==> config.mk <==
export PLATFORM = sky130hd
export DESIGN_NAME = loc_cordic_stage
export DESIGN_NICKNAME = d
export VERILOG_FILES = /design/src/sv/loc_pkg.sv /design/src/sv/loc_cordic_stage.sv
export SDC_FILE = /design/constraint.sdc
export NUM_CORES = 1
export LEC_CHECK = 0
export ABC_CLOCK_PERIOD_IN_PS = 800
export BUFFER_PORTS_ARGS = -buffer_cell sky130_fd_sc_hd__buf_2
export CAP_MARGIN = 5
export CORE_ASPECT_RATIO = 1.5
export CORE_MARGIN = 2
export CORE_UTILIZATION = 35
export CTS_BUF_LIST = sky130_fd_sc_hd__clkbuf_16
export DETAILED_ROUTE_END_ITERATION = 12
export HOLD_SLACK_MARGIN = 0.05
export SLEW_MARGIN = 10
export SYNTH_ARGS = -nofsm -noshare
export SYNTH_HDL_FRONTEND = slang
export SYNTH_SLANG_ARGS = --single-unit
==> constraint.sdc <==
create_clock -name clk_i -period 0.8 [get_ports clk_i]
set_clock_uncertainty 0.1 [all_clocks]
set_input_delay 0.12 -clock clk_i [delete_from_list [all_inputs] [get_ports clk_i]]
set_output_delay 0.12 -clock clk_i [all_outputs]
set_load 0.05 [all_outputs]
==> src/sv/loc_pkg.sv <==
// Shared types and constants for the line orientation classifier.
package loc_pkg;

  localparam int PRE_SHIFT    = 40;
  localparam int CORDIC_STEPS = 32;

  localparam logic [31:0] HALF_TURN32    = 32'h8000_0000;
  localparam logic [31:0] QUARTER_TURN32 = 32'h4000_0000;

  localparam logic [31:0] ATAN_TURN32 [CORDIC_STEPS] = '{
    32'h20000000, 32'h12E4051E, 32'h09FB385B, 32'h051111D4,
    32'h028B0D43, 32'h0145D7E1, 32'h00A2F61E, 32'h00517C55,
    32'h0028BE53, 32'h00145F2F, 32'h000A2F98, 32'h000517CC,
    32'h00028BE6, 32'h000145F3, 32'h0000A2FA, 32'h0000517D,
    32'h000028BE, 32'h0000145F, 32'h00000A30, 32'h00000518,
    32'h0000028C, 32'h00000146, 32'h000000A3, 32'h00000051,
    32'h00000029, 32'h00000014, 32'h0000000A, 32'h00000005,
    32'h00000003, 32'h00000001, 32'h00000001, 32'h00000000
  };

  localparam logic [1:0] REG_ROLL = 2'd0;
  localparam logic [1:0] REG_HTOL = 2'd1;
  localparam logic [1:0] REG_VTOL = 2'd2;

  localparam logic [1:0] CLASS_NONE  = 2'd0;
  localparam logic [1:0] CLASS_HORIZ = 2'd1;
  localparam logic [1:0] CLASS_VERT  = 2'd2;

  localparam int unsigned HTOL_RESET = 1820;
  localparam int unsigned VTOL_RESET = 910;

  typedef struct packed {
    logic dx_neg;
    logic dy_neg;
    logic ax_zero;
    logic ay_zero;
  } loc_ctrl_t;

endpackage

==> src/sv/loc_cordic_stage.sv <==
// One registered vectoring CORDIC iteration.
module loc_cordic_stage import loc_pkg::*; #(
  parameter int CW   = 12,
  parameter int STEP = 0
) (
  input  logic                    clk_i,
  input  logic                    rst_ni,
  input  logic                    valid_i,
  input  loc_ctrl_t               ctrl_i,
  input  logic signed [CW+PRE_SHIFT+2:0] x_i,
  input  logic signed [CW+PRE_SHIFT+2:0] y_i,
  input  logic [31:0]             z_i,
  input  logic [4*CW-1:0]         coords_i,
  output logic                    valid_o,
  output loc_ctrl_t               ctrl_o,
  output logic signed [CW+PRE_SHIFT+2:0] x_o,
  output logic signed [CW+PRE_SHIFT+2:0] y_o,
  output logic [31:0]             z_o,
  output logic [4*CW-1:0]         coords_o
);

  localparam int XW = CW + PRE_SHIFT + 3;
  localparam logic [31:0] ATAN = ATAN_TURN32[STEP];

  logic              y_neg;
  logic [XW-1:0]     xs, ymag, ys;
  logic signed [XW-1:0] x_d, x_q, y_d, y_q;
  logic [31:0]       z_d, z_q;
  logic              valid_q;
  loc_ctrl_t         ctrl_q;
  logic [4*CW-1:0]   coords_q;

  assign y_neg = y_i[XW-1];
  assign xs    = $unsigned(x_i) >> STEP;
  assign ymag  = y_neg ? $unsigned(-y_i) : $unsigned(y_i);
  assign ys    = ymag >> STEP;

  assign y_d = y_neg ? (y_i + $signed(xs)) : (y_i - $signed(xs));
  assign x_d = x_i + $signed(ys);
  assign z_d = y_neg ? (z_i - ATAN) : (z_i + ATAN);

  always_ff @(posedge clk_i or negedge rst_ni) begin
    if (!rst_ni) begin
      valid_q <= 1'b0;
    end else begin
      valid_q <= valid_i;
    end
  end

  always_ff @(posedge clk_i) begin
    ctrl_q   <= ctrl_i;
    x_q      <= x_d;
    y_q      <= y_d;
    z_q      <= z_d;
    coords_q <= coords_i;
  end

  assign valid_o  = valid_q;
  assign ctrl_o   = ctrl_q;
  assign x_o      = x_q;
  assign y_o      = y_q;
  assign z_o      = z_q;
  assign coords_o = coords_q;

endmodule

==> impl_metrics.env <==
export IMPL_async_flop_share_pct=0.5155
export IMPL_fp_dieW_um=160.0
export IMPL_cts_sinks=194
export IMPL_post_route_drc_count=0
export IMPL_yosys_most_used_dff="dfxtp_1"
export IMPL_crit_required_ns=1.09
export IMPL_start_kind="input pin"
export IMPL_numPortBuffers=391
export IMPL_yosysTopAreaCell="dfxtp_1"
export IMPL_netlist_area_mm2=0.01277
export IMPL_finalCritPeriodShare_pct=542.3
export IMPL_status="finished with violations"
export IMPL_grt_pass1_wl_um=90580
export IMPL_seq_area_frac_synth_pct=30.45
export IMPL_die_area_mm2=0.03806
export IMPL_post_route_min_period_ns=4.338
export IMPL_hold_buffers=86
export IMPL_rows=85
export IMPL_vias=16530
export IMPL_drtIter0Drc=720
export IMPL_wl_per_cell_um=19.87
export IMPL_leakagePower_uw=0.01236
export IMPL_worst_slack_ns=-3.538
export IMPL_synth_fa_ha_area_share_pct=12.72
export IMPL_hpwlAfterDp_um=45520
export IMPL_fp_dieH_um=237.9
export IMPL_synth_edf_count=0
export IMPL_grtUsageTotal_pct=30.34
export IMPL_viasPerCell=5.238
export IMPL_syn_to_final_growth_pct=111.8
export IMPL_synthesis_nets=1834
export IMPL_cts_tree="yes"
export IMPL_drive_above_1_share_pct=67.27
export IMPL_gp_congestion=1.009
export IMPL_cts_buffers=17
export IMPL_synth_top_area_share_pct=30.26
export IMPL_num_io_pins=392
export IMPL_grt_ovfl_total=0
export IMPL_max_slew_margin_rel_pct=64.89
export IMPL_coreArea_mm2=0.03595
export IMPL_worstPathArrival_ns=4.63
export IMPL_drt_first_pass_iters=5
export IMPL_regArea_mm2=0.004133
export IMPL_endpoint_kind="flip-flop"
export IMPL_multi_input_area_mm2=0.01176
export IMPL_synth_xor_area_share_pct=14.47
export IMPL_violations="negative hold slack, negative setup slack"
export IMPL_grt_pass1_vias=17500
export IMPL_start_util_pct=35.52
export IMPL_avgSynthCellArea_um2=8.462
export IMPL_yosysUniqueCellTypes=74
export IMPL_critPathCapture="x_o[54]"
export IMPL_routed_wl_um=62690
export IMPL_fin_util_pct=75.23
export IMPL_synth_top_family_by_area="compound AO/OA/AOI/OAI gates"
export IMPL_synth_cells=1509
export IMPL_slew_violations=0
export IMPL_clock_tree_buffer_depth=2
export IMPL_synthSimpleGateAreaFrac_pct=17.01
export IMPL_synthTopCellsByArea="dfxtp_1, ha_1, xnor2_1, a21oi_1, xor2_1"
export IMPL_cts_root_buf="clkbuf_16"
export IMPL_yosysWarnings=0
export IMPL_path_max_fanout=2
export IMPL_h_tree_depth=4
export IMPL_cp_startpoint="y_i[12]"
export IMPL_fmax_mhz=230.5
export IMPL_critPathKind="in2reg"
export IMPL_clk_pin_slew_ns=0.09
export IMPL_rsz0062_at_grt="yes"
export IMPL_timing_hold_ws_ns=-0.1119
export IMPL_hold_viol_final=4
export IMPL_p_per_area_mw_per_mm2=2121
export IMPL_antenna_found_initial=7
export IMPL_cap_violations=0
export IMPL_hp_class="in2reg"
export IMPL_ir_worst_vdd_uv=1693
export IMPL_nets=2982
export IMPL_fill_cells=2460
export IMPL_synth_compound_area_share_pct=22.07
export IMPL_total_power_uw=57360
export IMPL_setup_viol=305
export IMPL_grt_max_degree=22
export IMPL_worstMarginPinSlew_ns=0.5212
export IMPL_synthMuxAreaShare_pct=0.2548
export IMPL_antenna_left=0
export IMPL_ys_ff_latch=194
[placed cells by master (no fill, tap or decap), types with 17 or more instances in the layout]
cell type and count:
xnor2_1 90, nor2_2 17, xor2_1 57, o21bai_1 21
nand2_2 17, nor3_1 17, nand4_1 42, o21ai_0 17
xnor2_2 42, a21oi_2 68, a21oi_1 68, o21ai_2 23
dfxtp_2 191, xor2_2 17, buf_4 616, buf_12 72
buf_6 102, clkbuf_16 17, inv_1 36, dlygate4sd3_1 86
ha_4 22, a21oi_4 21, a21o_1 60, buf_2 299
o21ai_1 29, ha_1 96, nand2_1 75, nor2_1 80
[state kept, by name, indices dropped and copies added (netlist names)]
name and flops:
z_o 32, x_o 54, ctrl_o 4, coords_o 48, y_o 55, valid_o 1
[cells in the mapped netlist (6+ instances only)]
master	count
a211oi_1	13
a21boi_0	6
a21o_1	60
a21oi_1	157
a31oi_1	17
and3_1	7
clkbuf_1	54
dfxtp_1	193
ha_1	125
inv_1	44
nand2_1	105
nand2b_1	15
nand3_1	26
nand4_1	42
nor2_1	110
nor2b_1	15
nor3_1	37
nor4_1	12
o21a_1	7
o21ai_0	73
o21ai_1	8
o21bai_1	29
o31ai_1	17
o41ai_1	10
or2_2	6
or3_1	14
xnor2_1	136
xor2_1	75
[routing by layer]
layer	share of wire [%]	global-route usage (%)
met1	33	27.85
met2	56	61.51
met3	4.4	4.589
met4	6.7	18.59
met5	0	0
[where the power goes]
part | switching (uW) | internal [uW] | total, uW
clock | 4590 | 4280 | 8870
sequential | 1270 | 12200 | 13500
combinational | 18700 | 16200 | 35000
[worst min-delay path by stage]
stage / cells past startpoint / slack (ns) / to / from
after floorplan: 0 / -0.28 / valid_o / rst_ni
after global placement: 1 / -0.21 / valid_o / rst_ni
after detailed placement: 1 / -0.20 / valid_o / rst_ni
after CTS: 3 / -0.14 / y_o[0] / y_i[0]
after global routing: 3 / -0.11 / y_o[0] / y_i[0]
final: 3 / -0.11 / y_o[0] / y_i[0]
[kinds of logic after synthesis]
family,count (synthesis)
buffers and inverters,102
AND/OR/NAND/NOR,426
adder cells (fa/ha/maj),128
flip-flops,194
AO/OA/AOI/OAI,445
multiplexers,3
XOR/XNOR,211
[worst max-delay path: stages]
cell and delay, ns:
buf_6 0.09, or4_4 0.57, nor4_4 0.18, or3b_4 0.42, or2_4 0.25, nand2b_4 0.15, nand2b_4 0.14, or4_4 0.51
o41ai_4 0.23, xnor2_1 0.14, ha_1 0.32, a21o_1 0.20, a21o_1 0.20, a21o_1 0.20, a21o_1 0.21, a2111oi_4 0.28
o21ai_1 0.13, a21oi_2 0.15, xnor2_1 0.12
[timing repair]
item	in CTS	in global routing
pin swaps	194	212
hold endpoints to repair	90	5
setup endpoints to repair	305	305
resized for setup	306	286
setup buffers	69	56
[area by class of cell]
class	count	share of cell area [%]
Sequential cell	194	15.28
Multi-Input combinational cell	1213	43.47
Antenna cell	7	0.06477
Timing Repair Buffer	1187	36.06
Clock inverter	15	0.6755
Inverter	44	0.6662
Clock buffer	17	1.573
Tap cell	478	2.211
[stage by stage]
step	setup slack [ns]	TNS [ns]	instances	hold slack [ns]	area, um^2
6_report	-3.538	-321.31	3155	-0.1119	27040
5_1_grt	-3.640	-337.45	3153	-0.1072	27040
4_1_cts	-3.446	-313.31	3114	-0.1403	25310
3_5_place_dp	-4.141	-290.19	2943	-0.2026	22000
3_3_place_gp	-4.008	-287.51	2943	-0.2058	22000
2_1_floorplan	-3.901	-228.05	1509	-0.2756	14180
Note: power is estimated with default switching activity, not from simulation.
