===== src/sv/loc_pkg.sv =====
// Shared types and constants for the line orientation classifier.
package loc_pkg;

  localparam int PRE_SHIFT    = 40;
  localparam int CORDIC_STEPS = 32;

  localparam logic [31:0] HALF_TURN32    = 32'h8000_0000;
  localparam logic [31:0] QUARTER_TURN32 = 32'h4000_0000;

  localparam logic [31:0] ATAN_TURN32 [CORDIC_STEPS] = '{
    32'h20000000, 32'h12E4051E, 32'h09FB385B, 32'h051111D4,
    32'h028B0D43, 32'h0145D7E1, 32'h00A2F61E, 32'h00517C55,
    32'h0028BE53, 32'h00145F2F, 32'h000A2F98, 32'h000517CC,
    32'h00028BE6, 32'h000145F3, 32'h0000A2FA, 32'h0000517D,
    32'h000028BE, 32'h0000145F, 32'h00000A30, 32'h00000518,
    32'h0000028C, 32'h00000146, 32'h000000A3, 32'h00000051,
    32'h00000029, 32'h00000014, 32'h0000000A, 32'h00000005,
    32'h00000003, 32'h00000001, 32'h00000001, 32'h00000000
  };

  localparam logic [1:0] REG_ROLL = 2'd0;
  localparam logic [1:0] REG_HTOL = 2'd1;
  localparam logic [1:0] REG_VTOL = 2'd2;

  localparam logic [1:0] CLASS_NONE  = 2'd0;
  localparam logic [1:0] CLASS_HORIZ = 2'd1;
  localparam logic [1:0] CLASS_VERT  = 2'd2;

  localparam int unsigned HTOL_RESET = 1820;
  localparam int unsigned VTOL_RESET = 910;

  typedef struct packed {
    logic dx_neg;
    logic dy_neg;
    logic ax_zero;
    logic ay_zero;
  } loc_ctrl_t;

endpackage


===== src/sv/loc_angle.sv =====
// Quadrant restore and rounding of the CORDIC angle to binary angle units.
module loc_angle import loc_pkg::*; #(
  parameter int CW = 12,
  parameter int AW = 16
) (
  input  logic            clk_i,
  input  logic            rst_ni,
  input  logic            valid_i,
  input  loc_ctrl_t       ctrl_i,
  input  logic [31:0]     z_i,
  input  logic [4*CW-1:0] coords_i,
  output logic            valid_o,
  output logic [AW-1:0]   angle_o,
  output logic [4*CW-1:0] coords_o
);

  localparam int SH = 32 - AW;

  logic [31:0]     theta, full;
  logic [AW-1:0]   angle_d, angle_q;
  logic            valid_q;
  logic [4*CW-1:0] coords_q;

  always_comb begin
    if (ctrl_i.ay_zero) begin
      theta = '0;
    end else if (ctrl_i.ax_zero) begin
      theta = QUARTER_TURN32;
    end else begin
      theta = z_i;
    end
    unique case ({ctrl_i.dx_neg, ctrl_i.dy_neg})
      2'b00:   full = theta;
      2'b01:   full = 32'd0 - theta;
      2'b10:   full = HALF_TURN32 - theta;
      default: full = theta - HALF_TURN32;
    endcase
  end

  assign angle_d = full[31:SH] + AW'(full[SH-1]);

  always_ff @(posedge clk_i or negedge rst_ni) begin
    if (!rst_ni) begin
      valid_q <= 1'b0;
    end else begin
      valid_q <= valid_i;
    end
  end

  always_ff @(posedge clk_i) begin
    angle_q  <= angle_d;
    coords_q <= coords_i;
  end

  assign valid_o  = valid_q;
  assign angle_o  = angle_q;
  assign coords_o = coords_q;

endmodule


===== config.mk =====
export PLATFORM = sky130hd
export DESIGN_NAME = loc_angle
export DESIGN_NICKNAME = d
export VERILOG_FILES = /design/src/sv/loc_pkg.sv /design/src/sv/loc_angle.sv
export SDC_FILE = /design/constraint.sdc
export NUM_CORES = 1
export LEC_CHECK = 0
export BUFFER_PORTS_ARGS = -buffer_cell sky130_fd_sc_hd__buf_2
export CAP_MARGIN = 30
export CORE_ASPECT_RATIO = 0.75
export CORE_MARGIN = 5
export CORE_UTILIZATION = 45
export CTS_CLUSTER_DIAMETER = 200
export DETAILED_ROUTE_END_ITERATION = 8
export GPL_TIMING_DRIVEN = 0
export PLACE_DENSITY_LB_ADDON = 0.12
export REMOVE_ABC_BUFFERS = 1
export SYNTH_ARGS = -nofsm -noshare
export SYNTH_HDL_FRONTEND = slang
export SYNTH_SLANG_ARGS = --single-unit

===== constraint.sdc =====
create_clock -name clk_i -period 0.8 [get_ports clk_i]
set_input_delay 0.08 -clock clk_i [delete_from_list [all_inputs] [get_ports clk_i]]
set_output_delay 0.08 -clock clk_i [all_outputs]
set_load 0.05 [all_outputs]

==> flow_summary.yaml, run 1 <==
synthesis:
  ys.flop_type: "dfxtp_1"
  synth_compound_area_share_pct: 12.3
  synth-seq-area-share_pct: 54.8
  ys_warn_count: 0
  synthAdderAreaFrac_pct: 3.15
  synthSimpleGateAreaFrac_pct: 21.2
  yosysTopAreaCell: "dfxtp_1"
  ys_ff_latch: 65
  yosys-top-cells-area: "dfxtp_1, nor2_1, ha_1"
  synth_top_family_by_area: "simple AND/OR/NAND/NOR gates"
  synth_cells: 226
  synth_edf_count: 0
  synth.area.mux_share_pct: 0.472
  ys_types: 52
  syn_area_sq_mm: 0.00238
  avgSynthCellArea_sq_um: 10.5
  yosys.area.top_type_share_pct: 53.8
  synth_xor_area_share_pct: 5.14
  async_reset_ff_share_pct: 1.54
clock_network:
  cts_hold_buf: 50
  postCtsSetupRepairBufs: 39
  clock_sinks: 65
  clock-root-buffer: "clkbuf_8"
  h-tree-depth: 3
  ctsResizeCount: 333
  clk_path_buf_depth: 2
  cts_made_buffers: 9
placement:
  post-dp-hpwl_um: 5380
  dpl-instance-area_sq_mm: 0.00318
  place.gp.congestion: 0.948
  io_buffers: 151
  placed_cells: 445
run_status:
  outcome: "aborted with a tool error"
  error: "[ERROR DPL-0038] Utilization greater than 100%, impossible to legalize"
  stop_stage: "clock tree synthesis (4_1_cts)"
floorplanning:
  rows: 23
  io_pins: 152
  start_util_pct: 45.5
  die_w_um: 94.0
  fp.dieH_um: 73.0
per-stage QoR:
step | worst slack [ns] | TNS (ns) | util [%] | hold WS [ns]
after floorplan | -1.58 | -21.00 | - | -0.216
after global placement | -2.23 | -29.93 | 60.7 | -0.146
after detailed placement | -2.31 | -30.90 | 60.7 | -0.141
synth_stat cells, drive strengths merged, types with 2 or more instances:
library cell,number
nand3,7
ha,6
nand2,8
o31ai,2
nor4,9
or2,2
nand4,7
a22oi,3
a211oi,5
and2,4
inv,5
a21oi,8
xor2,6
a221oi,2
a31o,2
a31oi,3
nor3,10
nor3b,3
nor2,26
o21ai,9
xnor2,8
buf,6
nand2b,3
dfxtp,64
cells by family after synthesis:
kind of cell               after synthesis
DFF                                     65
muxes                                    1
xor gates and xnor gates                14
and+or+nand+nor                         86
AOI/OAI and AO/OA                       42
adders and majority gates                6
buffers and inverters                   12
==> run 2: changes to the inputs <==
--- a/config.mk
+++ b/config.mk
@@ -7,13 +7,11 @@
 export LEC_CHECK = 0
 export BUFFER_PORTS_ARGS = -buffer_cell sky130_fd_sc_hd__buf_2
 export CAP_MARGIN = 30
-export CORE_ASPECT_RATIO = 0.75
 export CORE_MARGIN = 5
-export CORE_UTILIZATION = 45
-export CTS_CLUSTER_DIAMETER = 200
+export CORE_UTILIZATION = 30
 export DETAILED_ROUTE_END_ITERATION = 8
 export GPL_TIMING_DRIVEN = 0
-export PLACE_DENSITY_LB_ADDON = 0.12
+export PLACE_DENSITY_LB_ADDON = 0.15
 export REMOVE_ABC_BUFFERS = 1
 export SYNTH_ARGS = -nofsm -noshare
 export SYNTH_HDL_FRONTEND = slang
==> run 2 against run 1 <==
Compared with the run above: the flow now finishes, with violations (setup timing); synthesized cell count unchanged; synthesized area unchanged.
==> flow_summary.yaml, run 2 <==
routing:
  vias: 2756
  drc: 0
  detail-route-antenna-nets: 0
  drt_wl_total_um: 10600
  drt_iter0_drc: 107
  vias_per_cell: 4.78
  wire_per_inst_um: 18.4
  dr.pass1.iters: 4
synthesis:
  synthMostInstantiatedCell: "dfxtp_1"
  syn_area_sq_mm: 0.00238
  yosys-top-cells-area: "dfxtp_1, nor2_1, ha_1"
  yosys.area.top_type_share_pct: 53.8
  yosys-top-cells-count: "dfxtp_1, nor2_1, nor3_1, o21ai_0"
  synth-seq-area-share_pct: 54.8
  ys_ff_latch: 65
  ys_warn_count: 0
  ys_types: 52
  async_reset_ff_share_pct: 1.54
  synth_edf_count: 0
  ys.flop_type: "dfxtp_1"
  yosysTopAreaCell: "dfxtp_1"
  avgSynthCellArea_sq_um: 10.5
  synth_cells: 226
clock_network:
  clock_sinks: 65
  h-tree-depth: 3
  path_clk_slew_ns: 0.07
  cts_made_buffers: 9
  clock-root-buffer: "clkbuf_8"
  cts_tree: "yes"
  clk_path_buf_depth: 2
grt:
  grt_use_total_pct: 20.5
  globalRouteOverflowTotal: 0
  grt_antenna_before_repair: 0
  grt_pass1_vias: 2949
  grt_max_degree: 12
  grt_pass1_wl_um: 15700
timing:
  hold_viol: 0
  setup_violations: 81
  timing.hold.ws_ns: 0.0407
  grt_setup_unrepaired: "true"
  period_share_pct: 252
  setup_ws_ns: -1.22
  slew_violations: 0
  slew_headroom_pct: 66.7
  final.setup.tns_ns: -22.21
  worst_pin_slew_ns: 0.500
  max_freq_ghz: 0.495
  fin_crit_ns: 2.02
floorplanning:
  rows: 32
  io_pins: 152
  die_w_um: 99.1
  fp.dieH_um: 99.1
  core_area_sq_mm: 0.00773
  die_area_sq_mm: 0.00983
  start_util_pct: 30.8
power:
  power_density_mw_per_mm2: 1590
  power_uw: 8640
  irDropWorstVdd_v: 0.00103
  leakagePower_uw: 0.00234
layout:
  fin_util_pct: 70.2
  area_growth_pct: 128
  largest_register_ff_count: 48
  n_antenna_cell: 0
  nets: 562
  layout-drive-gt1-share_pct: 71.9
  final_common_cell: "buf_2"
  layout_common_cells: "buf_2, dfxtp_2, buf_8, dlygate4sd3_1, buf_4"
worst_setup_path:
  end_kind: "flop"
  cp_max_fo: 6
  worstSetupStartpoint: "ctrl_i[2]"
  crit_required_ns: 1.05
  arrival_ns: 2.27
  crit_type: "in -> reg"
  cp-start-kind: "input port"
placement:
  pre_cts_slack_ns: -2.23
  post-dp-hpwl_um: 5580
  io_buffers: 151
  place.gp.congestion: 0.864
worst_hold_path:
  hp-class: "in -> async"
flow_run:
  drv_cap: 0
run_status:
  outcome: "finished, violations left"
  violations: "setup timing"
[run 2: cell counts after synthesis]
No cell type changed its count.
[run 2: how the worst max path moves through the flow]
stage,to,cells past startpoint
after floorplan,angle_o[12],10
after global placement,angle_o[12],11
after detailed placement,angle_o[12],11
after CTS,angle_o[12],11
after global routing,angle_o[6],10
final,angle_o[6],11
[run 2: cells by family after synthesis]
logic type | Yosys count | synth area share (%)
adder cells (fa/ha/maj) | 6 | 3.15
multiplexers | 1 | 0.472
XOR/XNOR | 14 | 5.14
buffers and inverters | 12 | 2.99
AND/OR/NAND/NOR | 86 | 21.2
flip-flops | 65 | 54.8
AO/OA/AOI/OAI | 42 | 12.3
[run 2: area by class of cell]
class	count	area (sq um)
clock buffers	12	165
fillers	520	2300
clock inverters	4	26.3
repair buffers	237	2240
flip-flops and latches	65	1390
well taps	102	128
inverters	5	18.8
multi-input cells	151	1460
[run 2: timing repair]
item,4_1_cts,5_1_grt
hold buffers,50,0
hold endpoints to repair,50,0
buffers inserted,32,5
gates cloned,2,0
pin swaps,34,15
gates resized for setup,328,33
setup endpoints to repair,81,81
[run 2: critical path, stage by stage]
cell,delay (ns)
buf_2,0.12
inv_2,0.06
ha_4,0.30
nand2b_4,0.09
or2_4,0.30
o31ai_4,0.23
a21oi_2,0.12
buf_4,0.15
or3_1,0.39
o21ai_0,0.21
nor3b_2,0.19
[run 2: routing by layer]
layer  share of wire [%]  global-route usage (%)
met3                 7.7                    5.82
met4                 1.9                    7.04
met1                  40                    23.4
met2                  51                    36.5
met5                   0                       0
[run 2: where the power goes]
| part | total (uW) | switching, uW | internal (uW) |
|---|---|---|---|
| clock | 2650 | 1270 | 1370 |
| sequential | 3600 | 134 | 3460 |
| combinational | 2400 | 1290 | 1110 |
[run 2: per-stage QoR]
stage / cell area [sq um] / cells
3_3_place_gp: 3210 / 472
5_1_grt: 5430 / 576
3_5_place_dp: 3210 / 472
6_report: 5430 / 576
4_1_cts: 5250 / 572
2_1_floorplan: 2330 / 219
No activity file was read; power rests on OpenSTA's default activity.
==> run 3: changes to the inputs <==
--- a/config.mk
+++ b/config.mk
@@ -5,10 +5,12 @@
 export SDC_FILE = /design/constraint.sdc
 export NUM_CORES = 1
 export LEC_CHECK = 0
+export ABC_AREA = 1
 export BUFFER_PORTS_ARGS = -buffer_cell sky130_fd_sc_hd__buf_2
 export CAP_MARGIN = 30
 export CORE_MARGIN = 5
 export CORE_UTILIZATION = 30
+export CTS_BUF_LIST = sky130_fd_sc_hd__clkbuf_8
 export DETAILED_ROUTE_END_ITERATION = 8
 export GPL_TIMING_DRIVEN = 0
 export PLACE_DENSITY_LB_ADDON = 0.15
==> run 3 against run 2 <==
Compared with the run above: the flow still finishes with violations (setup timing); non-clock buffer count grew 1; maximum frequency grew 32%; worst setup slack gained 0.49 ns; combinational power grew 65%; hold slack gained 0.0057 ns; first-iteration DRC count grew 56%; global-route usage shrank 2.4 points; critical path depth grew 5; core utilization shrank 7.5 points; sequential power grew 3%; die area grew 25%; critical path type unchanged.
==> flow_summary.yaml, run 3 <==
clock_network:
  cts_made_buffers: 9
  path_clk_slew_ns: 0.07
  clock_sinks: 65
  h-tree-depth: 3
  clock-root-buffer: "clkbuf_8"
  clk_path_buf_depth: 2
  cts_tree: "yes"
routing:
  vias_per_cell: 4.43
  detail-route-antenna-nets: 0
  vias: 3452
  drc: 0
  wire_per_inst_um: 14.7
  wl_met3_um: 716
  drt_wl_total_um: 11400
  dr.pass1.iters: 4
  maxUsedRoutingLayer: "met4"
  drt_iter0_drc: 167
  met1_length_um: 4600
  route.met2.wl_um: 5830
timing:
  setup_violations: 81
  setup_ws_ns: -0.728
  final.setup.tns_ns: -15.16
  fin_crit_ns: 1.53
  hold_viol: 0
  slew_violations: 0
  max_freq_ghz: 0.654
  worst_pin_slew_ns: 0.283
  slew_headroom_pct: 81.0
  grt_setup_unrepaired: "true"
  period_share_pct: 191
layout:
  largest_register_ff_count: 48
  n_antenna_cell: 0
  nets: 734
  instances_no_fill: 779
  layout-drive-gt1-share_pct: 61.6
  area_growth_pct: 102
  final_common_cell: "nand2_1"
  layout_common_cells: "nand2_1, buf_2, buf_8, dfxtp_2, dlygate4sd3_1"
worst_setup_path:
  crit_type: "in -> reg"
  crit_required_ns: 1.02
  arrival_ns: 1.74
  end_kind: "flop"
  cp_max_fo: 7
  cp-start-kind: "input port"
  worstSetupStartpoint: "ctrl_i[0]"
placement:
  post-dp-hpwl_um: 7280
  placed_cells: 673
  place.gp.congestion: 0.848
  io_buffers: 151
floorplanning:
  die_area_sq_mm: 0.0123
  rows: 36
  die_w_um: 111
  fp.dieH_um: 111
  core_area_sq_mm: 0.00982
  start_util_pct: 31.0
  io_pins: 152
synthesis:
  synthMostInstantiatedCell: "nand2_1"
  synth-seq-area-share_pct: 42.9
  synth_cells: 396
  syn_area_sq_mm: 0.00305
  ys_types: 29
  yosys-top-cells-area: "dfxtp_1, nand2_1, nand3_1"
  avgSynthCellArea_sq_um: 7.70
  yosysTopAreaCell: "dfxtp_1"
  ys_ff_latch: 65
  yosys-top-cells-count: "nand2_1, dfxtp_1, nor2_1"
  async_reset_ff_share_pct: 1.54
  yosys.area.top_type_share_pct: 42.0
  ys.flop_type: "dfxtp_1"
  ys_warn_count: 0
  synth_edf_count: 0
grt:
  grt_pass1_vias: 3569
  grt_use_total_pct: 18.1
  grt_antenna_before_repair: 0
  grt_pass1_wl_um: 18100
  globalRouteOverflowTotal: 0
  grt_max_degree: 13
power:
  power_uw: 10400
  irDropWorstVdd_v: 0.000785
  power_density_mw_per_mm2: 1700
  leakagePower_uw: 0.00287
run_status:
  outcome: "finished, violations left"
  violations: "setup timing"
worst_hold_path:
  hp-class: "in -> async"
flow_run:
  drv_cap: 0
## run 3: cell types whose count changed after synthesis, sizes merged, moves of 5 or more
cell	before	now
a211oi	5	0
a21oi	8	0
inv	5	37
nand2	8	138
nand3	7	36
nor2	26	52
nor3	10	0
nor4	9	0
o21ai	9	35
xnor2	8	3
## run 3: layout make-up
type / instances / area, sq um
Tap cell: 133 / 166
Timing Repair Buffer: 238 / 2280
Fill cell: 828 / 3660
Sequential cell: 65 / 1390
Clock buffer: 10 / 138
Clock inverter: 6 / 66.3
Multi-Input combinational cell: 289 / 1970
Inverter: 38 / 153
## run 3: worst max-delay path: stages
cell and delay [ns]:
buf_16 0.12, nor2_4 0.06, buf_12 0.14, o21ai_4 0.07, nand2_2 0.09, buf_4 0.15
nor2_4 0.11, nand2_1 0.11, o21ai_2 0.14, nand3_1 0.09, nand2_2 0.12, nand2_1 0.08
nor2_2 0.13, nand2_1 0.06, o21bai_1 0.13, nand2_1 0.06
## run 3: kinds of logic (layout without fill, tap and decap cells)
family,after synthesis,in the layout,share of synthesized area (%)
AND/OR/NAND/NOR,234,237,36.1
flip-flops,65,65,42.9
buffers and inverters,45,292,6.94
AO/OA/AOI/OAI,38,38,9.32
XOR/XNOR,8,8,2.30
adder cells (fa/ha/maj),6,6,2.46
## run 3: routing by layer
metal	vias to the layer above	global-route usage [%]
li1	1749	-
met5	-	0
met2	129	32.0
met3	21	4.91
met1	1553	20.4
met4	0	7.47
## run 3: worst max-delay path by stage
| stage | endpoint | slack [ns] | cells past startpoint |
|---|---|---|---|
| finish | angle_o[14] | -0.73 | 16 |
| global route | angle_o[14] | -0.81 | 16 |
| CTS | angle_o[14] | -0.65 | 16 |
| detailed placement | angle_o[10] | -1.79 | 15 |
| global placement | angle_o[10] | -1.78 | 15 |
| floorplan | angle_o[14] | -1.15 | 14 |
## run 3: where the power goes
group | internal (uW) | switching [uW] | total [uW]
Combinational | 1700 | 2250 | 3950
Clock | 1530 | 1230 | 2770
Sequential | 3550 | 167 | 3720
## run 3: metrics by stage
| step | utilization [%] | hold WS [ns] | cell area [sq um] | setup WS, ns |
|---|---|---|---|---|
| 6_report | 62.7 | 0.0463 | 6160 | -0.728 |
| 5_1_grt | 62.7 | 0.0302 | 6160 | -0.814 |
| 4_1_cts | 58.7 | 0.0321 | 5770 | -0.649 |
| 3_5_place_dp | 39.7 | -0.144 | 3900 | -1.79 |
| 3_3_place_gp | 39.7 | -0.145 | 3900 | -1.78 |
| 2_1_floorplan | - | -0.216 | 2980 | -1.15 |
## run 3: repair_timing
action	4_1_cts	5_1_grt
pin swaps	41	29
hold endpoints to repair	50	0
setup buffers	22	13
gates cloned	3	2
hold buffers	50	0
endpoints found under the setup margin	81	81
gates resized for setup	316	68
