===== src/sv/loc_pkg.sv =====
// Shared types and constants for the line orientation classifier.
package loc_pkg;

  localparam int PRE_SHIFT    = 40;
  localparam int CORDIC_STEPS = 32;

  localparam logic [31:0] HALF_TURN32    = 32'h8000_0000;
  localparam logic [31:0] QUARTER_TURN32 = 32'h4000_0000;

  localparam logic [31:0] ATAN_TURN32 [CORDIC_STEPS] = '{
    32'h20000000, 32'h12E4051E, 32'h09FB385B, 32'h051111D4,
    32'h028B0D43, 32'h0145D7E1, 32'h00A2F61E, 32'h00517C55,
    32'h0028BE53, 32'h00145F2F, 32'h000A2F98, 32'h000517CC,
    32'h00028BE6, 32'h000145F3, 32'h0000A2FA, 32'h0000517D,
    32'h000028BE, 32'h0000145F, 32'h00000A30, 32'h00000518,
    32'h0000028C, 32'h00000146, 32'h000000A3, 32'h00000051,
    32'h00000029, 32'h00000014, 32'h0000000A, 32'h00000005,
    32'h00000003, 32'h00000001, 32'h00000001, 32'h00000000
  };

  localparam logic [1:0] REG_ROLL = 2'd0;
  localparam logic [1:0] REG_HTOL = 2'd1;
  localparam logic [1:0] REG_VTOL = 2'd2;

  localparam logic [1:0] CLASS_NONE  = 2'd0;
  localparam logic [1:0] CLASS_HORIZ = 2'd1;
  localparam logic [1:0] CLASS_VERT  = 2'd2;

  localparam int unsigned HTOL_RESET = 1820;
  localparam int unsigned VTOL_RESET = 910;

  typedef struct packed {
    logic dx_neg;
    logic dy_neg;
    logic ax_zero;
    logic ay_zero;
  } loc_ctrl_t;

endpackage


===== src/sv/loc_match.sv =====
// Wrapped angle differences against the roll references and the class decision.
module loc_match import loc_pkg::*; #(
  parameter int CW = 12,
  parameter int AW = 16
) (
  input  logic            clk_i,
  input  logic            rst_ni,
  input  logic            valid_i,
  input  logic [AW-1:0]   angle_i,
  input  logic [4*CW-1:0] coords_i,
  input  logic [AW-1:0]   roll_i,
  input  logic [AW-2:0]   htol_i,
  input  logic [AW-2:0]   vtol_i,
  output logic            done_o,
  output logic [1:0]      class_o,
  output logic [4*CW-1:0] coords_o
);

  localparam logic [AW-1:0] HALF    = {1'b1, {(AW-1){1'b0}}};
  localparam logic [AW-1:0] QUARTER = {2'b01, {(AW-2){1'b0}}};

  logic [AW-1:0]   vref, dh_raw, dv_raw, dh_d, dv_d, dh_q, dv_q;
  logic [AW-1:0]   htol, vtol;
  logic            h_hit, v_hit;
  logic [1:0]      class_d, class_q;
  logic            valid_q, done_q;
  logic [4*CW-1:0] coords_q, out_coords_q;

  assign vref   = roll_i + QUARTER;
  assign dh_raw = angle_i - roll_i;
  assign dv_raw = angle_i - vref;
  assign dh_d   = (dh_raw > HALF) ? (AW'(0) - dh_raw) : dh_raw;
  assign dv_d   = (dv_raw > HALF) ? (AW'(0) - dv_raw) : dv_raw;

  assign htol  = {1'b0, htol_i};
  assign vtol  = {1'b0, vtol_i};
  assign h_hit = (dh_q < htol) || (dh_q > (HALF - htol));
  assign v_hit = (dv_q < vtol) || (dv_q > (HALF - vtol));

  always_comb begin
    priority if (h_hit) begin
      class_d = CLASS_HORIZ;
    end else if (v_hit) begin
      class_d = CLASS_VERT;
    end else begin
      class_d = CLASS_NONE;
    end
  end

  always_ff @(posedge clk_i or negedge rst_ni) begin
    if (!rst_ni) begin
      valid_q <= 1'b0;
      done_q  <= 1'b0;
    end else begin
      valid_q <= valid_i;
      done_q  <= valid_q;
    end
  end

  always_ff @(posedge clk_i) begin
    dh_q         <= dh_d;
    dv_q         <= dv_d;
    coords_q     <= coords_i;
    class_q      <= class_d;
    out_coords_q <= coords_q;
  end

  assign done_o   = done_q;
  assign class_o  = class_q;
  assign coords_o = out_coords_q;

endmodule


===== config.mk =====
export PLATFORM = sky130hd
export DESIGN_NAME = loc_match
export DESIGN_NICKNAME = d
export VERILOG_FILES = /design/src/sv/loc_pkg.sv /design/src/sv/loc_match.sv
export SDC_FILE = /design/constraint.sdc
export NUM_CORES = 1
export LEC_CHECK = 0
export BUFFER_PORTS_ARGS = -buffer_cell sky130_fd_sc_hd__buf_2
export CAP_MARGIN = 15
export CORE_UTILIZATION = 26
export CTS_CLUSTER_DIAMETER = 40
export DETAILED_ROUTE_END_ITERATION = 16
export SLEW_MARGIN = 20
export SYNTH_ARGS = -nofsm -noshare
export SYNTH_HDL_FRONTEND = slang
export SYNTH_SLANG_ARGS = --single-unit

===== constraint.sdc =====
create_clock -name clk_i -period 3.8 [get_ports clk_i]
set_input_delay 0.95 -clock clk_i [delete_from_list [all_inputs] [get_ports clk_i]]
set_output_delay 0.95 -clock clk_i [all_outputs]
set_load 0.01 [all_outputs]

==> results.ini, run 1 <==
[setup_path]
cp_top_family=compound AO/OA/AOI/OAI gates
crit_path_start=angle_i[0]
r2r_start=dv_q[9]
slowest_stage=a2111oi_1
cp_common_cell=ha_1
cp_max_fo=6
critical-path-max-stage-delay_ps=410
critical_path_buf_inv_count=3
crit_type=primary input to flop
critPathCaptureType=flop
critPathLaunchType=primary input
cp_cell_sequence=buf_2 -> inv_1 -> ha_1 -> inv_1 -> ha_1 -> ha_1 -> a211oi_1 -> o32a_2 -> o21ai_2 -> a2111oi_1 -> or3_4 -> nand4_4 -> o31ai_2 -> mux2_1
crit_arrival_ps=3840
required_ps=4100

[finish]
layout-drive-gt1-share_pct=31.3
fill_cells=2911
fin_cells=1441
final_util_pct=35.1
area_delta_synth_final_pct=32.5
fin_nets=1260

[synthesis]
netlist_instances=783
synth_nets=1000
synth_edf_count=0
syn_area_um2=7620
yosysSeqAreaShare_pct=34.5
synthArstFlopShare_pct=1.53
synth_cell_types=94
synth.avg_cell_area_um2=9.73
ys_seq_elements=131
synth_warnings=0
synth_flop_cell=dfxtp_1

[sta]
period_minus_slack_ps=3550
hold-worst-slack_ps=317
hold_viol=0
fin_skew_ps=7.79
fmax_mhz=282
drv_slew=0
max_slew.worst_pin.slew_ps=568
slew_headroom_pct=61.8
post-route-period-util_pct=93.3
setup_viol_count_final=0
rsz0062_at_grt=false

[drt]
route.vias.total=6517
vias_per_cell=4.52
detail_route.iter0.violations=280
ant_nets=0
dr.pass1.iters=5
wire_per_inst_um=13.9
drc=0
wirelength_mm=20.1

[place]
gp_congestion=0.892
port_buffers=163
post-dp-hpwl_mm=17.0
dp_cells=1408

[grt]
grt.total_usage_pct=13.5
grt_pass1_vias=6547
grt_max_degree=17
grt_overflow=0
grt_pass1_wl_mm=32.6
antenna_found_initial=0

[floorplanning]
chipHeight_um=173
coreArea_um2=28800
placementRows=62
io-pin-count=164
die_area_um2=30000
die_w_um=173
initial_utilization_pct=26.5

[clocking]
tritoncts=done
clockBufferDepth=2
clk_pin_slew_ps=70
cts_setup_buffers=0
htree_num_levels=4
cts_root_buf=clkbuf_16
cts-resized-gates=0
cts_buffers=17
clock_sinks=131
cts-hold-fix-buffers=0
clock_latency_ps=400

[power]
pwr_density_cell_nw_per_um2=505
ir_worst_vdd_mv=0.282
p_total_uw=5100
leakagePower_uw=0.00471

[run_status]
status=completed

[hold_path]
min_path_type=primary input to asynchronous set/reset pin

[job]
maxCapViolations=0

[final cells by class]
cell class	instances	area [um2]	area share [%]
Antenna cell	1	2.50	0.0248
Clock buffer	18	429	4.25
Timing Repair Buffer	250	1470	14.5
Sequential cell	131	2630	26.1
Inverter	84	315	3.12
Tap cell	384	480	4.76
Clock inverter	14	168	1.66
Multi-Input combinational cell	559	4600	45.6
[Yosys cell counts (all sizes together) (3+ instances only)]
cell type	n	area, um2
a211oi	15	125
and4	3	26.3
xor2	13	129
or2	6	37.5
nor2	40	153
or3	6	42.5
mux2	4	48.8
nand4	15	109
o21a	10	75.1
and2	7	46.3
buf	8	67.6
nor4	9	71.3
nand2b	13	88.8
and3	8	52.6
o311ai	3	41.3
a221oi	5	67.6
dfxtp	129	2580
o21ai	33	180
nor2b	7	43.8
ha	92	1150
xnor2	55	497
a31oi	6	43.8
mux2i	3	30.0
nand3	13	65.1
a21oi	37	204
nand2	40	150
a2111oi	4	36.3
nand4b	3	26.3
o31ai	5	42.5
a21o	18	135
nor3	27	156
inv	84	315
fa	12	240
o211ai	10	88.8
[cell usage in the layout, fill, tap and decap left out, types with 3 or more instances in the layout]
cell,n
clkbuf_16,17
fa_1,12
and4_1,3
a211oi_1,14
nor2b_1,7
o21a_1,10
ha_1,92
inv_1,83
o21ai_2,4
o21ai_1,5
nand4_1,14
nor2_1,38
nand2_1,40
a31oi_1,5
mux2i_1,3
and3_1,6
nand3_1,13
xnor2_1,53
nand2b_1,12
a221oi_1,3
o21ai_0,24
or2_2,5
or3_1,5
inv_6,6
nand4b_1,3
buf_2,163
nor4_1,8
a21o_1,18
dfxtp_1,129
nor3_1,24
a21oi_1,34
o211ai_1,9
o31ai_1,4
a2111oi_0,3
xor2_1,11
and2_1,6
buf_4,87
[flip-flops by register name, indices dropped and copies added (netlist names)]
| signal | count |
|---|---|
| coords_o | 48 |
| coords_q | 48 |
| dv_q | 16 |
| dh_q | 15 |
| class_o | 2 |
| done_o | 1 |
| valid_q | 1 |
[logic make-up after synthesis]
kind of cell / after synthesis / share of synthesized area [%]
mux: 7 / 1.03
buf+inv: 93 / 5.07
compound gates: 171 / 17.2
simple gates: 209 / 15.7
fa+ha+maj: 104 / 18.3
xor+xnor: 68 / 8.21
flops: 131 / 34.5
[worst register-to-register path, cell delays in order, from the launching register on]
cell	delay (ps)
dfxtp_1	370
ha_1	260
a21o_1	160
a21o_1	160
a21oi_1	160
nor2_1	60
a2111oi_0	470
o21ai_0	280
a211oi_1	270
[power by group]
part	switching (uW)	internal, uW	leakage, uW	total [uW]
sequential	121	1580	0.00111	1700
clock	647	990	0.000287	1640
combinational	918	848	0.00331	1770
total	1690	3420	0.00471	5100
[worst paths after layout]
path                                endpoint  slack (ps)  depth (start not counted)
worst max-delay path                 dv_q[1]         250                         14
worst min-delay path                  done_o         320                          1
worst max register to register    class_o[1]        1510                          8
worst min register to register  coords_o[34]         320                          0
max in group asynchronous            valid_q        3390                          1
min in group clk_i              coords_o[34]         320                          0
[routing by layer]
metal	wire length, um	GRT usage, %	vias to the layer above
met3	1370	3.50	29
met4	429	4.94	0
met5	0	0	-
li1	-	-	3304
met2	9050	22.4	246
met1	9210	16.9	2938
[per-stage QoR]
stage / setup TNS (ps) / area [um2] / worst slack [ps]
6_report: 0 / 10100 / 253
5_1_grt: 0 / 10100 / 53.7
4_1_cts: 0 / 10100 / 310
3_5_place_dp: -915 / 9500 / -127
3_3_place_gp: -342 / 9500 / -81.6
2_1_floorplan: 0 / 7620 / 5.31
(Power assumes the default switching activity.)
==> run 2: changes to the inputs <==
CAP_MARGIN = 20   (was 15)
CORE_ASPECT_RATIO = 1.2   (was unset)
==> run 2 against run 1 <==
Largest power group unchanged. Sequential power barely moved. Highest routed layer is now met5. Power up 1.1%. Largest cell class unchanged. Clock-buffer cell count stayed put. Die area is essentially flat.
==> results.ini, run 2 (synthesis results as in run 1) <==
[setup_path]
critPathLaunchType=primary input
cp_common_cell=inv_1
rrSetupSlack_ps=1630
cp_max_fo=5
crit_type=primary input to flop
critPathCaptureType=flop
required_ps=4090
critical-path-max-stage-delay_ps=520
critical_path_buf_inv_count=3
slowest_stage=fa_1
crit_arrival_ps=3890
cp_cell_sequence=buf_2 -> inv_1 -> ha_1 -> inv_1 -> fa_1 -> and4b_1 -> o211ai_1 -> and2_1 -> a211oi_1 -> mux2i_1 -> nand2_1 -> o31ai_2 -> mux2_1
cp_top_family=compound AO/OA/AOI/OAI gates

[clocking]
cts_buffers=17
cts-hold-fix-buffers=0
clock_sinks=131
clk_pin_slew_ps=60
tritoncts=done
cts_setup_buffers=0
clock_latency_ps=410
clockBufferDepth=2
htree_num_levels=4
cts_root_buf=clkbuf_16

[floorplanning]
coreArea_um2=28800
initial_utilization_pct=26.5
placementRows=68
chipHeight_um=190
die_area_um2=30000
io-pin-count=164
die_w_um=158

[finish]
area_delta_synth_final_pct=32.3
final_common_cell=buf_2
fill_cells=2983
final_cell_area_um2=10100
fin_cells=1437
layout-drive-gt1-share_pct=30.9
fin_nets=1253
final_util_pct=35.1
final_cell_mix=buf_2 (163), dfxtp_1 (129), ha_1 (91)

[power]
p_sw_uw=1670
p_sw_share_pct=32.4
p_seq_share_pct=32.9
p_comb_share_pct=34.1
pwr_density_cell_nw_per_um2=511
leakagePower_uw=0.00469
ir_worst_vdd_mv=0.338
pwr-share-clk_pct=33.0
power.internal_uw=3490

[run_status]
status=completed

[drt]
detail_route.iter0.violations=309
wire_per_inst_um=14.2
ant_nets=0
wirelength_mm=20.4
vias_per_cell=4.49
drc=0
route.vias.total=6457
dr.pass1.iters=6

[place]
placed_area_um2=9450
dp_cells=1402
dp_slack_ps=-237
port_buffers=163
post-dp-hpwl_mm=17.4
gp_congestion=0.894

[sta]
setup_viol_count_final=0
fin_skew_ps=9.28
max_slew.worst_pin.slew_ps=630
period_minus_slack_ps=3610
drv_slew=0
slew_headroom_pct=57.7
worst_slack_ps=195
hold_viol=0
rsz0062_at_grt=false
fmax_mhz=277
finalSetupTns_ps=0
post-route-period-util_pct=94.9

[grt]
grt_max_degree=17
grt.total_usage_pct=13.7
grt_pass1_wl_mm=32.3
antenna_found_initial=5
grt_overflow=0
grt_pass1_vias=6563

[hold_path]
min_path_type=primary input to asynchronous set/reset pin

[job]
maxCapViolations=0

==> run 2: final timing paths <==
check,start,to,cells after the start
worst max-delay path,roll_i[4],dv_q[1],13
worst min-delay path,rst_ni,valid_q,1
worst max register to register,dv_q[9],class_o[1],8
worst min register to register,coords_q[38],coords_o[38],0
max in group asynchronous,rst_ni,done_o,1
min in group clk_i,coords_q[38],coords_o[38],0
==> run 2: cell type report <==
class	count	area, um2	share of cell area, %
antenna	3	7.51	0.0745
clock buffer	18	429	4.26
clock inverter	14	191	1.90
inverter	84	315	3.13
multi-input combinational	559	4610	45.7
sequential	131	2630	26.1
tap	385	482	4.78
timing repair buffer	243	1420	14.0
==> run 2: repair_timing <==
item / 4_1_cts / 5_1_grt
gates resized for setup: 0 / 1
hold endpoints to repair: 0 / 0
endpoints found under the setup margin: 0 / 7
==> run 2: power by group through the flow <==
stage | combinational (uW) | sequential [uW] | clock (uW)
2_1_floorplan | 1170 | 1700 | 0
3_3_place_gp | 1720 | 1730 | 0
3_5_place_dp | 1760 | 1730 | 0
4_1_cts | 1770 | 1700 | 1750
5_1_grt | 1990 | 1720 | 1800
6_report | 1760 | 1700 | 1700
==> run 2: layer usage <==
| metal | vias up | wire length [um] | global-route usage (%) |
|---|---|---|---|
| li1 | 3293 | - | - |
| met1 | 2937 | 8980 | 16.0 |
| met2 | 195 | 9800 | 24.7 |
| met3 | 28 | 1200 | 3.01 |
| met4 | 4 | 340 | 3.88 |
| met5 | - | 27 | 0 |
==> run 2: through the flow <==
step	total power [uW]	hold WS, ps
2_1_floorplan	2870	310
3_3_place_gp	3450	310
3_5_place_dp	3490	312
4_1_cts	5220	301
5_1_grt	5520	305
6_report	5160	320
==> run 3: changes to the inputs <==
CORE_UTILIZATION = 51   (was 26)
PLACE_DENSITY = 0.75   (was unset)
==> run 3 against run 2 <==
Hold slack lost 3.7 ps. Register-to-register slack got worse by 70 ps. First-iteration DRC count fell by 14%. Clock skew is 3.1 ps lower. Cell count decreased by 13%. Power fell by 2.6%. Maximum frequency rose by 2.3%. Worst setup slack gained 82 ps. Largest power group unchanged. Sequential share of layout area increased by 0.80 points.
==> results.ini, run 3 (synthesis results as in run 1) <==
[clocking]
cts-hold-fix-buffers=0
clockBufferDepth=2
cts_root_buf=clkbuf_16
cts_buffers=17
clock_sinks=131
clk_pin_slew_ps=60
htree_num_levels=4
tritoncts=done
clock_latency_ps=410
cts-resized-gates=0
cts_setup_buffers=0

[finish]
area_delta_synth_final_pct=28.4
layout-drive-gt1-share_pct=30.7
diodes=0
fill_cells=1142
final_cell_mix=buf_2 (163), dfxtp_1 (129), ha_1 (92)
final_util_pct=67.6
fin_nets=1250
fin_cells=1246
final_common_cell=buf_2

[sta]
post-route-period-util_pct=92.7
drv_slew=0
max_slew.worst_pin.slew_ps=596
slew_headroom_pct=60.2
setup_viol_count_final=0
rsz0062_at_grt=false
fmax_mhz=284
hold_viol=0
finalSetupTns_ps=0
period_minus_slack_ps=3520
fin_skew_ps=6.15

[job]
maxCapViolations=0

[floorplanning]
coreArea_um2=14500
die_area_um2=15400
initial_utilization_pct=52.7
chipHeight_um=136
io-pin-count=164
die_w_um=114
placementRows=48

[drt]
drc=0
dr.pass1.iters=5
route.vias.total=6607
wire_per_inst_um=15.6
ant_nets=0
wirelength_mm=19.4
vias_per_cell=5.30
detail_route.iter0.violations=267

[power]
leakagePower_uw=0.00465
pwr_density_cell_nw_per_um2=513
ir_worst_vdd_mv=0.256

[setup_path]
crit_path_start=angle_i[0]
cp_max_fo=5
r2r_start=dv_q[9]
crit_arrival_ps=3800
critPathCaptureType=flop
critPathLaunchType=primary input
required_ps=4080
crit_type=primary input to flop

[grt]
antenna_found_initial=0
grt_pass1_vias=6621
grt.total_usage_pct=25.7
grt_overflow=0
grt_pass1_wl_mm=31.2
grt_max_degree=17

[place]
gp_congestion=0.985
port_buffers=163
post-dp-hpwl_mm=15.8
dp_cells=1214

[run_status]
status=completed

[hold_path]
min_path_type=primary input to asynchronous set/reset pin

-- run 3: cell types whose count changed in the layout (fill, tap and decap cells not counted), sizes merged --
| cell | previous run | this run |
|---|---|---|
| inv | 92 | 90 |
| bufinv | 3 | 1 |
| diode | 3 | 0 |
| clkinvlp | 2 | 4 |
| clkinv | 1 | 3 |
| buf | 243 | 240 |
-- run 3: worst max-delay path, stage by stage --
cell	delay (ps)
buf_2	100
inv_1	50
ha_1	250
inv_1	110
fa_1	460
a211oi_4	250
o2111ai_2	220
a21oi_1	280
a21oi_1	70
o311a_1	350
nor3_4	310
buf_4	170
a211oi_1	80
xnor2_1	140
-- run 3: final cells by class --
type                    instances  area, um2  area share (%)
flip-flops and latches        131       2630            26.9
multi-input cells             559       4600            47.1
clock inverters                14        146            1.50
repair buffers                240       1390            14.2
well taps                     200        250            2.56
clock buffers                  18        439            4.49
inverters                      84        315            3.22
-- run 3: through the flow --
stage | worst slack [ps] | power (uW) | hold slack [ps] | cell area [um2]
final | 277 | 5020 | 316 | 9780
after global routing | 49.3 | 5330 | 300 | 9780
after detailed placement | -110 | 3450 | 312 | 9200
after global placement | -53.3 | 3410 | 310 | 9200
after CTS | 278 | 5040 | 302 | 9780
after floorplan | 5.31 | 2870 | 310 | 7620
-- run 3: path summary, 6_finish.rpt --
check	end	slack, ps	cells after the start
setup / recovery	dh_q[3]	280	14
hold / removal	done_o	320	1
setup reg to reg	class_o[1]	1560	9
hold reg to reg	coords_o[45]	320	0
max in group asynchronous	valid_q	3390	1
min in group clk_i	coords_o[45]	320	0
-- run 3: power by group --
part / internal (uW) / switching (uW) / total [uW]
clock: 938 / 633 / 1570
combinational: 843 / 903 / 1750
sequential: 1580 / 124 / 1700
total: 3360 / 1660 / 5020
-- run 3: layer usage --
metal / GRT usage [%] / vias to the layer above / part of all wire, %
li1: - / 3277 / -
met3: 5.26 / 32 / 5.2
met2: 49.8 / 221 / 53
met4: 8.92 / 0 / 1.8
met1: 27.3 / 3077 / 40
met5: 0 / - / 0
